$ cat src/hdl/sfru_pkg.sv
// shared constants, codes and types of the scanner frame unpacker
package sfru_pkg;

  // default limits of the frame geometry
  localparam int MAX_WIDTH_DEF = 16384;
  localparam int MAX_ROWS_DEF  = 16384;

  // fixed field widths
  localparam int DATA_W    = 8;
  localparam int INDEX_W   = 28;
  localparam int COLOR_W   = 8;
  localparam int LANE_W    = 3;
  localparam int LINE_W    = 15;
  localparam int FMT_W     = 3;
  localparam int DEPTH_W   = 2;
  localparam int CFG_IDX_W = 2;
  localparam int SLOT_W    = 2;
  localparam int BIT_CNT_W = 3;

  // configuration register indexes
  typedef enum logic [CFG_IDX_W-1:0] {
    REG_FORMAT = 2'd0,
    REG_DEPTH  = 2'd1,
    REG_WIDTH  = 2'd2,
    REG_COUNT  = 2'd3
  } reg_idx_t;

  // frame format codes
  localparam logic [FMT_W-1:0] FMT_GRAY  = 3'd0;
  localparam logic [FMT_W-1:0] FMT_RGB   = 3'd1;
  localparam logic [FMT_W-1:0] FMT_RED   = 3'd2;
  localparam logic [FMT_W-1:0] FMT_GREEN = 3'd3;
  localparam logic [FMT_W-1:0] FMT_BLUE  = 3'd4;

  // sample depth codes
  localparam logic [DEPTH_W-1:0] DEPTH_1   = 2'd0;
  localparam logic [DEPTH_W-1:0] DEPTH_8   = 2'd1;
  localparam logic [DEPTH_W-1:0] DEPTH_16  = 2'd2;
  localparam logic [DEPTH_W-1:0] DEPTH_BAD = 2'd3;

  // next component of an interleaved pixel
  localparam logic [SLOT_W-1:0] SLOT_RED   = 2'd0;
  localparam logic [SLOT_W-1:0] SLOT_GREEN = 2'd1;
  localparam logic [SLOT_W-1:0] SLOT_BLUE  = 2'd2;

  // lane masks
  localparam logic [LANE_W-1:0] LANES_NONE = 3'b000;
  localparam logic [LANE_W-1:0] LANES_B    = 3'b001;
  localparam logic [LANE_W-1:0] LANES_G    = 3'b010;
  localparam logic [LANE_W-1:0] LANES_R    = 3'b100;
  localparam logic [LANE_W-1:0] LANES_RGB  = 3'b111;

  // one-bit gray levels
  localparam logic [COLOR_W-1:0] WHITE = 8'hFF;
  localparam logic [COLOR_W-1:0] BLACK = 8'h00;

  // register reset values
  localparam logic [FMT_W-1:0]   FORMAT_RST = FMT_GRAY;
  localparam logic [DEPTH_W-1:0] DEPTH_RST  = DEPTH_16;
  localparam logic [LINE_W-1:0]  WIDTH_RST  = 15'd1;
  localparam logic [LINE_W-1:0]  COUNT_RST  = 15'd0;

  typedef enum logic [2:0] {
    ST_IDLE,
    ST_ROOM,
    ST_MUL,
    ST_EMIT,
    ST_FAULT
  } state_t;

endpackage

$ cat src/hdl/scanner_frame_to_rgb32_unpacker_core.sv
// top level of the scanner frame unpacker: byte in, rgb32 pixel writes out

// Takes raw scan data one byte per beat and produces pixel writes for an
// RGB32 frame buffer: 1-bit gray (msb first, set bit is black), 8- and
// 16-bit gray (16-bit keeps the second byte of each sample), interleaved
// rgb, and single red, green or blue planes that write only their lane.
// A byte that is skipped (even byte of a 16-bit sample), held (first two
// components of an rgb pixel) or a begin-frame command is done once it is
// accepted. A byte that writes pixels is accepted, the frame height is
// checked and grown, then row * width + column is formed by a bit-serial
// shift-and-add over the row number, one row bit per cycle, then the
// pixels are written one per cycle while the output is not stalled.
// Refused bytes give one error beat. One item is worked on at a time; a
// finished beat waits in the output register while the next byte is
// accepted. Configuration writes are always ready and must only happen
// while the block is idle.
module scanner_frame_to_rgb32_unpacker_core #(
  parameter int MAX_WIDTH = sfru_pkg::MAX_WIDTH_DEF,
  parameter int MAX_ROWS  = sfru_pkg::MAX_ROWS_DEF
) (
  input  logic                                clk,
  input  logic                                rst,
  // input beats
  input  logic                                in_valid,
  output logic                                in_stall,
  input  logic                                command,
  input  logic [sfru_pkg::DATA_W-1:0]         data_byte,
  // output beats
  output logic                                out_valid,
  input  logic                                out_stall,
  output logic [sfru_pkg::INDEX_W-1:0]        pixel_index,
  output logic [sfru_pkg::COLOR_W-1:0]        red,
  output logic [sfru_pkg::COLOR_W-1:0]        green,
  output logic [sfru_pkg::COLOR_W-1:0]        blue,
  output logic [sfru_pkg::LANE_W-1:0]         lane_mask,
  output logic [sfru_pkg::LINE_W-1:0]         image_rows,
  output logic                                grew,
  output logic                                error,
  output logic                                last,
  // configuration writes
  input  logic                                cfg_valid,
  output logic                                cfg_ready,
  input  logic [sfru_pkg::CFG_IDX_W-1:0]      cfg_index,
  input  logic [sfru_pkg::LINE_W-1:0]         cfg_data
);

  // effective width holds 1..MAX_WIDTH, a column 0..MAX_WIDTH-1
  localparam int EW     = $clog2(MAX_WIDTH + 1);
  localparam int COL_W  = $clog2(MAX_WIDTH);
  // a row can sit one past the last frame row
  localparam int ROW_W  = $clog2(MAX_ROWS + 1);
  localparam int PROD_W = ROW_W + EW;
  localparam int SUM_W  = ((ROW_W > EW) ? ROW_W : EW) + 1;
  localparam logic [31:0] MAX_W_L = 32'(MAX_WIDTH);
  localparam logic [31:0] MAX_R_L = 32'(MAX_ROWS);

  // configuration registers
  logic [sfru_pkg::FMT_W-1:0]   frame_format;
  logic [sfru_pkg::DEPTH_W-1:0] sample_depth;
  logic [sfru_pkg::LINE_W-1:0]  line_width;
  logic [sfru_pkg::LINE_W-1:0]  line_count;

  // frame position state
  sfru_pkg::state_t             state, state_next;
  logic [COL_W-1:0]             pixel_col;
  logic [ROW_W-1:0]             pixel_row;
  logic [ROW_W-1:0]             frame_rows;
  logic [sfru_pkg::SLOT_W-1:0]  channel_slot;
  logic                         byte_odd;     // only the parity of the byte count is ever used
  logic [sfru_pkg::COLOR_W-1:0] held_red;
  logic [sfru_pkg::COLOR_W-1:0] held_green;

  // per byte work registers
  logic [sfru_pkg::DATA_W-1:0]    data_shift;
  logic [sfru_pkg::BIT_CNT_W-1:0] bit_cnt;
  logic                           grew_flag;
  logic [PROD_W-1:0]              acc;
  logic [PROD_W-1:0]              mcand;
  logic [ROW_W-1:0]               mplier;

  // control
  logic in_accept;
  logic slot_free;
  logic load_pix;
  logic load_err;
  logic bad_mode;
  logic skip_even;
  logic hold_rgb;

  // geometry
  logic [EW-1:0]    eff_w;
  logic [31:0]      nom_raw;
  logic [ROW_W-1:0] nom_rows;
  logic [SUM_W-1:0] grow_sum;
  logic [ROW_W-1:0] grow_rows;
  logic [ROW_W-1:0] room_rows;
  logic             room_grew;
  logic             room_ok;
  logic [EW-1:0]    col_inc;
  logic             wrap;
  logic [ROW_W-1:0] row_adv;
  logic [COL_W-1:0] col_adv;
  logic             lines_stop;
  logic             last_pix;

  // pixel values of this write
  logic [sfru_pkg::COLOR_W-1:0] pix_r, pix_g, pix_b, bit_level;
  logic [sfru_pkg::LANE_W-1:0]  pix_lanes;

  assign cfg_ready = 1'b1;

  // width of 0 acts as 1, clamp at the width limit
  always_comb begin
    if (line_width == '0) begin
      eff_w = EW'(1);
    end else if (32'(line_width) > MAX_W_L) begin
      eff_w = EW'(MAX_WIDTH);
    end else begin
      eff_w = EW'(line_width);
    end
  end

  // nominal height reloaded at begin frame
  always_comb begin
    nom_raw  = (line_count == '0) ? 32'(eff_w) : 32'(line_count);
    nom_rows = (nom_raw > MAX_R_L) ? ROW_W'(MAX_ROWS) : ROW_W'(nom_raw);
  end

  // make room for the current row: grow by one line width, saturating
  always_comb begin
    grow_sum  = SUM_W'(frame_rows) + SUM_W'(eff_w);
    grow_rows = (grow_sum > SUM_W'(MAX_ROWS)) ? ROW_W'(MAX_ROWS) : ROW_W'(grow_sum);
    room_rows = (pixel_row < frame_rows) ? frame_rows : grow_rows;
    room_grew = (room_rows != frame_rows);
    room_ok   = (pixel_row < room_rows);
  end

  // advance one pixel; a column beyond a shrunk width wraps here too
  always_comb begin
    col_inc    = EW'(pixel_col) + EW'(1);
    wrap       = (col_inc >= eff_w);
    row_adv    = wrap ? (pixel_row + ROW_W'(1)) : pixel_row;
    col_adv    = wrap ? '0 : COL_W'(col_inc);
    lines_stop = (line_count != '0) && (32'(row_adv) >= 32'(line_count));
  end

  // byte classification at accept
  always_comb begin
    bad_mode  = (frame_format > sfru_pkg::FMT_BLUE) ||
                (sample_depth == sfru_pkg::DEPTH_BAD) ||
                ((sample_depth == sfru_pkg::DEPTH_1) && (frame_format != sfru_pkg::FMT_GRAY));
    skip_even = (sample_depth == sfru_pkg::DEPTH_16) && !byte_odd;
    hold_rgb  = (frame_format == sfru_pkg::FMT_RGB) && (channel_slot != sfru_pkg::SLOT_BLUE);
  end

  // colors of the write in progress
  always_comb begin
    bit_level = data_shift[sfru_pkg::DATA_W-1] ? sfru_pkg::BLACK : sfru_pkg::WHITE;
    pix_r     = data_shift;
    pix_g     = data_shift;
    pix_b     = data_shift;
    pix_lanes = sfru_pkg::LANES_RGB;
    if (sample_depth == sfru_pkg::DEPTH_1) begin
      pix_r = bit_level;
      pix_g = bit_level;
      pix_b = bit_level;
    end else begin
      case (frame_format)
        sfru_pkg::FMT_RGB: begin
          pix_r = held_red;
          pix_g = held_green;
        end
        sfru_pkg::FMT_RED: begin
          pix_g     = '0;
          pix_b     = '0;
          pix_lanes = sfru_pkg::LANES_R;
        end
        sfru_pkg::FMT_GREEN: begin
          pix_r     = '0;
          pix_b     = '0;
          pix_lanes = sfru_pkg::LANES_G;
        end
        sfru_pkg::FMT_BLUE: begin
          pix_r     = '0;
          pix_g     = '0;
          pix_lanes = sfru_pkg::LANES_B;
        end
        default: begin
        end
      endcase
    end
    // one-bit bytes stop at line end, at the expected line count, or after bit 0
    last_pix = (sample_depth != sfru_pkg::DEPTH_1) || wrap || lines_stop ||
               (bit_cnt == sfru_pkg::BIT_CNT_W'(sfru_pkg::DATA_W - 1));
  end

  // next state
  always_comb begin
    state_next = state;
    case (state)
      sfru_pkg::ST_IDLE: begin
        if (in_accept && !command) begin
          if (bad_mode) begin
            state_next = sfru_pkg::ST_FAULT;
          end else if (!skip_even && !hold_rgb) begin
            state_next = sfru_pkg::ST_ROOM;
          end
        end
      end
      sfru_pkg::ST_ROOM: begin
        state_next = room_ok ? sfru_pkg::ST_MUL : sfru_pkg::ST_FAULT;
      end
      sfru_pkg::ST_MUL: begin
        if (mplier == '0) begin
          state_next = sfru_pkg::ST_EMIT;
        end
      end
      sfru_pkg::ST_EMIT: begin
        if (slot_free && last_pix) begin
          state_next = sfru_pkg::ST_IDLE;
        end
      end
      sfru_pkg::ST_FAULT: begin
        if (slot_free) begin
          state_next = sfru_pkg::ST_IDLE;
        end
      end
      default: begin
        state_next = sfru_pkg::ST_IDLE;
      end
    endcase
  end

  // control outputs
  always_comb begin
    in_stall  = (state != sfru_pkg::ST_IDLE);
    in_accept = in_valid && !in_stall;
    slot_free = !out_valid || !out_stall;
    load_pix  = (state == sfru_pkg::ST_EMIT) && slot_free;
    load_err  = (state == sfru_pkg::ST_FAULT) && slot_free;
  end

  always_ff @(posedge clk) begin
    if (rst) begin
      state <= sfru_pkg::ST_IDLE;
    end else begin
      state <= state_next;
    end
  end

  // configuration registers
  always_ff @(posedge clk) begin
    if (rst) begin
      frame_format <= sfru_pkg::FORMAT_RST;
      sample_depth <= sfru_pkg::DEPTH_RST;
      line_width   <= sfru_pkg::WIDTH_RST;
      line_count   <= sfru_pkg::COUNT_RST;
    end else if (cfg_valid && cfg_ready) begin
      case (cfg_index)
        sfru_pkg::REG_FORMAT: frame_format <= cfg_data[sfru_pkg::FMT_W-1:0];
        sfru_pkg::REG_DEPTH:  sample_depth <= cfg_data[sfru_pkg::DEPTH_W-1:0];
        sfru_pkg::REG_WIDTH:  line_width   <= cfg_data;
        sfru_pkg::REG_COUNT:  line_count   <= cfg_data;
        default: begin
        end
      endcase
    end
  end

  // frame position, component slot and byte parity
  always_ff @(posedge clk) begin
    if (rst) begin
      pixel_col    <= '0;
      pixel_row    <= '0;
      channel_slot <= sfru_pkg::SLOT_RED;
      byte_odd     <= 1'b0;
      held_red     <= '0;
      held_green   <= '0;
      // line count resets to zero, so the height starts at the reset width
      frame_rows   <= ROW_W'(sfru_pkg::WIDTH_RST);
    end else begin
      if (in_accept) begin
        if (command) begin
          pixel_col    <= '0;
          pixel_row    <= '0;
          channel_slot <= sfru_pkg::SLOT_RED;
          byte_odd     <= 1'b0;
          frame_rows   <= nom_rows;
        end else if (!bad_mode && skip_even) begin
          byte_odd <= !byte_odd;
        end else if (!bad_mode && hold_rgb) begin
          byte_odd <= !byte_odd;
          if (channel_slot == sfru_pkg::SLOT_GREEN) begin
            held_green   <= data_byte;
            channel_slot <= sfru_pkg::SLOT_BLUE;
          end else begin
            held_red     <= data_byte;
            channel_slot <= sfru_pkg::SLOT_GREEN;
          end
        end
      end
      // growth sticks even when the byte is then refused
      if (state == sfru_pkg::ST_ROOM) begin
        frame_rows <= room_rows;
      end
      if (load_pix) begin
        pixel_col <= col_adv;
        pixel_row <= row_adv;
        if (last_pix) begin
          byte_odd <= !byte_odd;
          if (frame_format == sfru_pkg::FMT_RGB) begin
            channel_slot <= sfru_pkg::SLOT_RED;
          end
        end
      end
    end
  end

  // per byte datapath: serial row * width + column, then one pixel per cycle while the output is not stalled
  always_ff @(posedge clk) begin
    if (rst) begin
      bit_cnt   <= '0;
      grew_flag <= 1'b0;
    end else begin
      if (in_accept) begin
        grew_flag <= 1'b0;
      end
      if (state == sfru_pkg::ST_ROOM) begin
        grew_flag <= room_grew;
        bit_cnt   <= '0;
      end
      if (load_pix) begin
        grew_flag <= 1'b0;
        bit_cnt   <= bit_cnt + sfru_pkg::BIT_CNT_W'(1);
      end
    end
  end

  always_ff @(posedge clk) begin
    if (in_accept) begin
      data_shift <= data_byte;
    end
    if (state == sfru_pkg::ST_ROOM) begin
      acc    <= PROD_W'(pixel_col);
      mcand  <= PROD_W'(eff_w);
      mplier <= pixel_row;
    end
    if ((state == sfru_pkg::ST_MUL) && (mplier != '0)) begin
      if (mplier[0]) begin
        acc <= acc + mcand;
      end
      mcand  <= mcand << 1;
      mplier <= mplier >> 1;
    end
    if (load_pix) begin
      // next pixel of the same byte is always the following address
      acc        <= acc + PROD_W'(1);
      data_shift <= data_shift << 1;
    end
  end

  // output register
  always_ff @(posedge clk) begin
    if (rst) begin
      out_valid <= 1'b0;
    end else if (load_pix || load_err) begin
      out_valid <= 1'b1;
    end else if (!out_stall) begin
      out_valid <= 1'b0;
    end
  end

  always_ff @(posedge clk) begin
    if (load_pix) begin
      pixel_index <= sfru_pkg::INDEX_W'(acc);
      red         <= pix_r;
      green       <= pix_g;
      blue        <= pix_b;
      lane_mask   <= pix_lanes;
      image_rows  <= sfru_pkg::LINE_W'(frame_rows);
      grew        <= grew_flag;
      error       <= 1'b0;
      last        <= last_pix;
    end else if (load_err) begin
      pixel_index <= '0;
      red         <= '0;
      green       <= '0;
      blue        <= '0;
      lane_mask   <= sfru_pkg::LANES_NONE;
      image_rows  <= sfru_pkg::LINE_W'(frame_rows);
      grew        <= grew_flag;
      error       <= 1'b1;
      last        <= 1'b1;
    end
  end

endmodule

$ cat config.mk
export PLATFORM = sky130hd
export DESIGN_NAME = scanner_frame_to_rgb32_unpacker_core
export DESIGN_NICKNAME = d
export VERILOG_FILES = /design/src/hdl/sfru_pkg.sv /design/src/hdl/scanner_frame_to_rgb32_unpacker_core.sv
export SDC_FILE = /design/constraint.sdc
export NUM_CORES = 1
export LEC_CHECK = 0
export ABC_AREA = 1
export ABC_CLOCK_PERIOD_IN_PS = 6660
export BUFFER_PORTS_ARGS = -buffer_cell sky130_fd_sc_hd__buf_4
export CORE_ASPECT_RATIO = 1.2
export CORE_MARGIN = 4
export CORE_UTILIZATION = 60
export DETAILED_ROUTE_END_ITERATION = 6
export GPL_ROUTABILITY_DRIVEN = 0
export PLACE_DENSITY = 0.79
export SYNTH_ARGS = -nofsm -noshare
export SYNTH_HDL_FRONTEND = slang
export SYNTH_SLANG_ARGS = --single-unit
$ cat constraint.sdc
create_clock -name clk -period 6.66 [get_ports clk]
set_input_delay 0.666 -clock clk [delete_from_list [all_inputs] [get_ports clk]]
set_output_delay 0.666 -clock clk [all_outputs]
set_load 0.005 [all_outputs]
==> reports/results.ini <==
[clocking]
cts.clk_slew.worst_paths_ns = 0.06
clk_latency_ns = 0.56
cts-root-buf = clkbuf_16
cts_buffer_depth = 3
cts_hold_buffers = 0
numCtsBuffers = 28
h-tree-depth = 1
cts_sinks = 258
cts_setup_buffers = 0
postCtsResizedCells = 0
cts_tree = yes

[sta]
period_minus_slack_ns = 5.82
timing.fmax_ghz = 0.172
min_period_over_period_pct = 87.4
relSlewSlack_pct = 22.3
finClkSkew_ns = 0.0202
setup_tns_ns = 0
hold_violations = 0
slew_viol_final = 0
tightest_slew_ns = 1.16
rsz0062_at_grt = false
setup_viol = 0
setup_ws_ns = 0.839

[critical_path]
critical_path.slowest_cell = or4_1
cp-start-kind = register
r2r_slack_ns = 0.84
cp_max_fo = 11
cp_data_arrival_time_ns = 6.30
crit_end = state[0]
worst_ep_required_time_ns = 7.14
timing.rr.start = pixel_col[0]
rr_worst_depth = 30
cp_slowest_stage_delay_ns = 0.55
critPathCaptureType = register
critical_path_class = register to register
timing.rr.end = state[0]
startpoint = pixel_col[0]

[floorplanning]
die_h_um = 185
start_util_pct = 61.0
pin_count = 107
core_um2 = 25600
num_rows = 64
die-area_um2 = 28700
die_w_um = 155

[cells_and_area]
diodes = 0
post-route-util_pct = 68.7
area.growth.synth_to_final_pct = 12.5
nets = 2288
drive_gt1_share_pct = 9.10

[yosys]
yosysWarnings = 0
ys_seq_area_share_pct = 40.7
synth_flop_cell = dfxtp_1
synthDistinctLibCells = 54
netlist_area_um2 = 15600
synth_area_leaders = edfxtp_1 (23%), dfxtp_1 (18%), nand2_1 (9.8%)
ys_ff_latch = 258
synth-edff-count = 120
synthCells = 2078
synth_top_area_cell = edfxtp_1
syn-num-nets = 2211
synth_top_area_share_pct = 23.0
synth.avg_cell_area_um2 = 7.53
synth-async-reset-ratio_pct = 0

[grt]
antenna_found_initial = 0
met1_usage_pct = 36.2
grt_usage_pct = 30.0
met2_usage_pct = 52.5
grt_pass1_vias = 14210
overflow = 0
grt.busiest_layer = met2
grt_pass1_wl_um = 70900
grt_util_met3_pct = 3.95
grt_max_degree = 74

[power]
p_per_area_nw_per_um2 = 257
p_leak_nw = 7.55
peakVddDrop_mv = 0.192

[routing]
postRouteAntennaNets = 0
dr.pass1.iters = 6
wl_per_cell_um = 17.9
drc = 0
vias = 15110
drtIter0Drc = 1374
drt-vias-per-instance = 6.03
drt-total-wl_um = 44800

[place]
port_buffers = 105
hpwl_um = 32900
dp_slack_ns = 0.998

[status]
status = finished, final reports clean

[run]
maxCapViolCount = 0

[worst_hold_path]
hold_path_class = input port to register

==> layout make-up <==
class / count / area [um^2]
repair buffers: 117 / 878
multi-input cells: 1464 / 7940
clock inverters: 13 / 126
inverters: 286 / 1070
well taps: 330 / 413
fillers: 2142 / 8020
flip-flops and latches: 258 / 6370
clock buffers: 39 / 803
==> flip-flops by register name, summed over array words and instances, names as in the netlist, 8 cells and up <==
| register | count |
|---|---|
| green | 8 |
| acc | 28 |
| mplier | 15 |
| pixel_row | 15 |
| held_red | 8 |
| pixel_col | 14 |
| image_rows | 15 |
| blue | 8 |
| data_shift | 8 |
| red | 8 |
| line_count | 15 |
| line_width | 15 |
| mcand | 28 |
| pixel_index | 28 |
| frame_rows | 15 |
| held_green | 8 |
==> metrics by stage <==
stage	total power, mW	std cells	hold slack, ns	cell area [um^2]
CTS	4.51	2507	0.350	17600
global placement	2.93	2455	0.436	16700
global route	4.75	2507	0.387	17600
finish	4.53	2507	0.362	17600
detailed placement	2.97	2455	0.457	16700
floorplan	2.68	2078	0.409	15600
==> per-layer routing <==
metal  vias to the layer above  wire [um]
met4                         0       2700
met2                       761      21500
met3                       206       3470
met5                         -          0
met1                      6967      17100
li1                       7176          -
==> placed cells by master, fill, tap and decap left out, types with 6 or more instances in the layout <==
cell type  netlist  layout
nand2_1        410     408
inv_1          271     270
a21oi_1        228     228
nor2_1         194     193
o21ai_0        182     182
dfxtp_1        138     138
edfxtp_1       120     120
buf_4            2     117
ha_1           100     100
nand3_1         87      87
nand4_1         37      37
xor2_1          33      33
clkbuf_16        0      29
nor3_1          27      27
o22ai_1         20      20
a221oi_1        18      18
xnor2_1         11      11
o21ai_1         11      11
inv_2            9      10
clkinv_1         6      10
nor4_1           9       9
o211ai_1         8       8
a31oi_1          8       8
nor2_2           7       7
o21bai_1         6       6
nand3b_1         6       6
clkbuf_1        62       6
==> how the worst min path moves through the flow <==
stage,startpoint,endpoint,slack (ns),cells past startpoint
6_report,cfg_data[1],sample_depth[1],0.36,3
5_1_grt,cfg_data[1],sample_depth[1],0.39,3
4_1_cts,cfg_data[1],sample_depth[1],0.35,3
3_5_place_dp,grew_flag,grew,0.46,0
3_3_place_gp,grew_flag,grew,0.44,0
2_1_floorplan,grew_flag,grew,0.41,0
==> power breakdown <==
part	internal [mW]	switching, mW	leakage [nW]	total, mW
Clock	0.917	0.644	0.451	1.56
Combinational	0.383	0.680	4.92	1.06
Sequential	1.76	0.139	2.18	1.90
==> worst max-delay path, delay by kind of cell, from the launching register on <==
kind,cells,cell delay [ns]
fa+ha+maj,3,0.80
xor+xnor,2,0.37
compound gates,4,0.69
flops,1,0.41
buf+inv,4,0.30
simple gates,17,3.18
==> synth_stat cells (4+ instances only) <==
cell,n
nand3b_1,6
clkbuf_1,62
inv_2,9
nand4_1,37
nand2_1,410
ha_1,100
nand3_1,87
nand3_2,4
o21ai_0,182
dfxtp_1,138
a21o_1,5
nor2_1,194
o211ai_1,8
a22oi_1,4
a31oi_1,8
a211oi_1,4
xnor2_1,11
o22ai_1,20
o21bai_1,6
nor2_2,7
o21ai_1,11
o21a_1,4
edfxtp_1,120
a21oi_1,228
inv_1,271
nor3_1,27
nor4_1,9
buf_2,5
a221oi_1,18
clkinv_1,6
xor2_1,33
nor3_2,4
==> cell families after synthesis <==
group,share of synthesized area [%]
AO/OA/AOI/OAI,18.1
AND/OR/NAND/NOR,21.9
flip-flops,40.7
buffers and inverters,8.63
adder cells (fa/ha/maj),8.26
XOR/XNOR,2.46
other,0.0240
Note: power is estimated with default switching activity, not from simulation.
